**src/nla_pkg.sv**
```systemverilog
// Shared constants, codes and controller/datapath interface types.
package nla_pkg;

  // Default table depth
  localparam int unsigned MaxLandmarksDefault = 64;

  // Field widths
  localparam int unsigned IdW  = 16;
  localparam int unsigned PosW = 32;

  // Command codes
  typedef enum logic [1:0] {
    CMD_CLEAR  = 2'd0,
    CMD_APPEND = 2'd1,
    CMD_QUERY  = 2'd2
  } cmd_e;

  // Result status codes
  typedef enum logic [1:0] {
    ST_OK    = 2'd0,
    ST_EMPTY = 2'd1,
    ST_FULL  = 2'd2
  } status_e;

  // Controller to datapath commands
  typedef struct packed {
    logic    load_in;     // capture observation position
    logic    clear;       // empty the table
    logic    append;      // store landmark from the input beat
    logic    scan_first;  // reset scan address and best-match tracking
    logic    scan_issue;  // read one table entry and advance
    logic    finish;      // load result registers and strobe done
    logic    fin_match;   // result carries the best match
    status_e fin_status;
  } dp_cmd_t;

  // Datapath to controller status
  typedef struct packed {
    logic count_zero;
    logic count_full;
    logic last_issue;  // scan address points at the last stored entry
    logic pipe_idle;   // no entry in flight through the distance pipeline
  } dp_stat_t;

endpackage

```
**src/nla_ctrl.sv**
```systemverilog
// Command decode and scan sequencing state machine.
module nla_ctrl (
  input  logic              clk_i,
  input  logic              rst_ni,
  input  logic              start_i,
  input  logic [1:0]        command_i,
  input  nla_pkg::dp_stat_t stat_i,
  output nla_pkg::dp_cmd_t  cmd_o,
  output logic              busy_o
);
  import nla_pkg::*;

  typedef enum logic [1:0] {
    S_IDLE,
    S_SCAN,
    S_DRAIN
  } state_e;

  state_e state_q, state_d;

  // Decode the accepted beat and sequence the scan
  always_comb begin
    state_d          = state_q;
    cmd_o            = '0;
    cmd_o.fin_status = ST_OK;
    unique case (state_q)
      S_IDLE: begin
        if (start_i) begin
          cmd_o.load_in = 1'b1;
          unique case (command_i)
            CMD_CLEAR: begin
              cmd_o.clear  = 1'b1;
              cmd_o.finish = 1'b1;
            end
            CMD_APPEND: begin
              cmd_o.append = 1'b1;
              cmd_o.finish = 1'b1;
              if (stat_i.count_full) begin
                cmd_o.fin_status = ST_FULL;
              end
            end
            CMD_QUERY: begin
              if (stat_i.count_zero) begin
                cmd_o.finish     = 1'b1;
                cmd_o.fin_status = ST_EMPTY;
              end else begin
                cmd_o.scan_first = 1'b1;
                state_d          = S_SCAN;
              end
            end
            default: begin
              cmd_o.finish = 1'b1;
            end
          endcase
        end
      end
      S_SCAN: begin
        cmd_o.scan_issue = 1'b1;
        if (stat_i.last_issue) begin
          state_d = S_DRAIN;
        end
      end
      S_DRAIN: begin
        if (stat_i.pipe_idle) begin
          cmd_o.finish    = 1'b1;
          cmd_o.fin_match = 1'b1;
          state_d         = S_IDLE;
        end
      end
      default: begin
        state_d = S_IDLE;
      end
    endcase
  end

  // Hold state
  always_ff @(posedge clk_i or negedge rst_ni) begin
    if (!rst_ni) begin
      state_q <= S_IDLE;
    end else begin
      state_q <= state_d;
    end
  end

  assign busy_o = (state_q != S_IDLE);

endmodule

```
**config.mk**
```make
export PLATFORM = sky130hd
export DESIGN_NAME = nla_ctrl
export DESIGN_NICKNAME = d
export VERILOG_FILES = /design/src/nla_pkg.sv /design/src/nla_ctrl.sv
export SDC_FILE = /design/constraint.sdc
export NUM_CORES = 1
export LEC_CHECK = 0
export CORE_AREA = 2 2 39 41
export DETAILED_ROUTE_END_ITERATION = 8
export DIE_AREA = 0 0 41 43
export DONT_BUFFER_PORTS = 1
export PLACE_DENSITY = 0.33
export REMOVE_ABC_BUFFERS = 1
export SETUP_SLACK_MARGIN = 0.05
export SLEW_MARGIN = 20
export SYNTH_ARGS = -nofsm -noshare
export SYNTH_HDL_FRONTEND = slang
export SYNTH_SLANG_ARGS = --single-unit
```
**constraint.sdc**
```tcl
create_clock -name clk_i -period 1.62 [get_ports clk_i]
set_input_delay 0.162 -clock clk_i [delete_from_list [all_inputs] [get_ports clk_i]]
set_output_delay 0.162 -clock clk_i [all_outputs]
set_load 0.02 [all_outputs]
```
# Yosys cells after proc, flatten, opt, wreduce, memory -nomap -nowiden
# Index checks and enable logic that the tools add are counted.
# word_totals
ff_bits	2
input_bits	9
out_inout_bits	10
word_cells	38
# op_classes
n_eq_ne	9
n_mux	24
n_reduce_logical	4
# op_table
operator	n
2-bit two-way mux	9
1-bit two-way mux	10
4-bit two-way mux	2
2-bit inequality test (second input constant)	4
2-bit one-hot mux with 3 select lines	1
5-bit AND reduction	1
2-bit by 1-bit == test with 1-bit output (second input constant)	2
2-bit == test (second input constant)	2
2-bit zero test	2
2-bit one-hot mux with 2 select lines	1
2-bit by 1-bit inequality test with 1-bit output (second input constant)	1
1-bit one-hot mux with 2 select lines	1
2-bit nonzero test	1

# Logic depth before layout (Yosys ltp)
# logic_depth
word_depth	4
depth_mapped	5
ltp_nobuf	5

# Worst setup path before layout
# OpenSTA, ideal clock, no wires.
# synth_timing
kind	register to output
start	register state_q[0]
end	output cmd_o[5] (netlist name)
t_arrival_ns	1.234
required_time_ns	1.458
setup_slack_ns	0.224
path_stages_with_launch	4
path_buffers	0
path_cell_list	dfrtp_1 -> nor2_2 -> inv_1 -> nor3_1
# synth_rtl
item	line	source
start, declared	nla_ctrl.sv:19	state_e state_q, state_d;
start signal, assigned	nla_ctrl.sv:81	state_q <= state_d;
end, declared	nla_ctrl.sv:8	output nla_pkg::dp_cmd_t cmd_o,

==> reports/metrics.csv <==
metric,value,unit
ir_worst_vdd,0.000360,V
synth_top_family_by_area,simple AND/OR/NAND/NOR gates,
ys_top_cells_by_count,"4 x ha_1, 4 x inv_1, 3 x nand2_1, 3 x nor2_1",
power,0.231,mW
die_h,43,um
tns,0,ns
routed_via_density,4.38,
clock_latency,0.22,ns
cp-start-kind,register,
antenna_found_initial,0,
path_class,register to output port,
nets,51,
hold_path.class,input port to register,
ys_seq_area_share,21.1,%
drc,0,
reg2reg_slack,0.53,ns
largest_register_ff_count,2,
maxCapViolCount,0,
status,"finished, final reports clean",
rr_startpoint,state_q[0]$_DFFE_PN0P_,
crit_arrival,1.33,ns
rows,14,
finalSetupViolations,0,
rsz0062_at_grt,no,
fin_util,22.1,%
die_x,41,um
synth_edf_count,0,
htreeDepth,1,
slew_violations,0,
syn_to_final_growth,28.4,%
cts.sinks,2,
worstHoldStart,stat_i[1],
synth-seq-cells,2,
r2r_cells,3,
globalRouteTotalUtil,7.74,%
first_pass_iters,1,
synth_mux_area_share,0,%
tightest_slew,0.454,ns
clock_path_buffers,2,
drive_above_1_share,27.8,%
cts_buffers,3,
core-area,0.00138,mm^2
synthArstFlopShare,100,%
start_util,17.2,%
yosysUniqueCellTypes,17,
fin_crit,1.49,ns
top_regs,state_q: 2 flops,
ant_nets,0,
leakagePower,0.151,nW
synth_area,238,um^2
cts_tree,built,
grt_pass1_vias,230,
ctsRootBufferMaster,clkbuf_4,
grt_overflow,0,
dieArea,0.00176,mm^2
period_share,92.0,%
ys.flop_type,dfrtp_1,
max_freq,671,MHz
wl_per_cell,10.3,um
netlist.area_leader.share,21.1,%
whs_endpoint,state_q[1]$_DFFE_PN0P_,
synth_largest_area_cell,dfrtp_1,
cts_setup_buffers,0,
hold_viol_final,0,
fin_worst_skew,0.000993,ns
r2r-end,state_q[1]$_DFFE_PN0P_,
fill_cells,163,
avgSynthCellArea,7.67,um^2
clk_pin_slew,0.03,ns
synth_warnings,0,
crit_path_max_fanout,7,
syn_inst,31,
grt_pass1_wl,834,um
pwr_density_cell,757,mW/mm^2
synth_area_leaders,"dfrtp_1 21%, ha_1 21%, inv_1 6.3%",
finalWeightedCongestion,0.554,
timing.hold.ws,0.0604,ns
dpl.hpwl,438,um
synth_compound_area_share,6.32,%
num_io_pins,19,
drt_iter0_drc,0,
top_register,state_q,
cp.required,1.46,ns
whs_path_depth,2,
io_buffers,0,
synth_adder_area_share,21.1,%
synth-simple-area-share,45.3,%
num_antenna_cells,0,
vias,228,
cp-end-kind,output port,
routed_wl,537,um
relSlewSlack,69.7,%
synth_xor_area_share,0,%
grt_max_degree,8,
-- worst max path at each step --
stage	from	to	slack, ns	depth (start not counted)
after floorplan	state_q[0]$_DFFE_PN0P_	cmd_o[5]	0.22	3
after global placement	state_q[0]$_DFFE_PN0P_	cmd_o[5]	0.33	4
after detailed placement	state_q[0]$_DFFE_PN0P_	cmd_o[5]	0.28	4
after CTS	state_q[0]$_DFFE_PN0P_	cmd_o[5]	0.09	4
after global routing	state_q[0]$_DFFE_PN0P_	cmd_o[1]	0.06	3
final	state_q[0]$_DFFE_PN0P_	cmd_o[1]	0.13	3
-- cell families after synthesis --
logic type	count (synthesis)
adder cells (fa/ha/maj)	4
AND/OR/NAND/NOR	18
AO/OA/AOI/OAI	3
buffers and inverters	4
flip-flops	2
-- stage by stage --
step / instances / instance area [um^2] / setup WS, ns
after global placement: 48 / 265 / 0.327
after global routing: 52 / 305 / 0.0604
after detailed placement: 48 / 265 / 0.277
final: 52 / 305 / 0.129
after CTS: 52 / 303 / 0.0888
after floorplan: 31 / 238 / 0.224
-- critical path: stages, from the launching register on --
cell and delay (ns):
dfrtp_2 0.44, nor2_4 0.17, and3_4 0.24, and2_1 0.25
-- cell type report --
| type | instances | area (um^2) | area share [%] |
|---|---|---|---|
| clock buffer | 3 | 22.5 | 7.38 |
| inverter | 4 | 15.0 | 4.92 |
| multi-input combinational | 25 | 178 | 58.2 |
| sequential | 2 | 52.6 | 17.2 |
| timing repair buffer | 2 | 17.5 | 5.74 |
| tap | 16 | 20.0 | 6.56 |
-- what timing repair did --
item,in CTS,in global routing
resized for setup,1,3
setup endpoints to repair,1,2
hold buffers,1,0
hold endpoints to repair,2,0
-- metal layers --
layer  vias to the layer above  routed length [um]  track usage, %  share of wire, %
met2                        18                 232            9.06                43
met5                         -                   0               0                 0
met4                         0                   0            8.00                 0
met3                         0                  95            3.66                18
met1                        99                 209            9.35                39
li1                        111                   -               -                 -
-- report_power, final --
group          internal (mW)  switching (mW)
clock                 0.0818          0.0290
combinational         0.0198          0.0394
sequential            0.0541         0.00673
total                  0.156          0.0752
-- cell usage in the layout, fill, tap and decap left out, types with 2 or more instances in the layout --
master,n
and2_1,2
inv_1,3
a21oi_1,2
ha_1,4
nand2_1,3
clkbuf_4,3
nor2_1,3
dfrtp_2,2
nand2b_1,2
(Power assumes the default switching activity.)
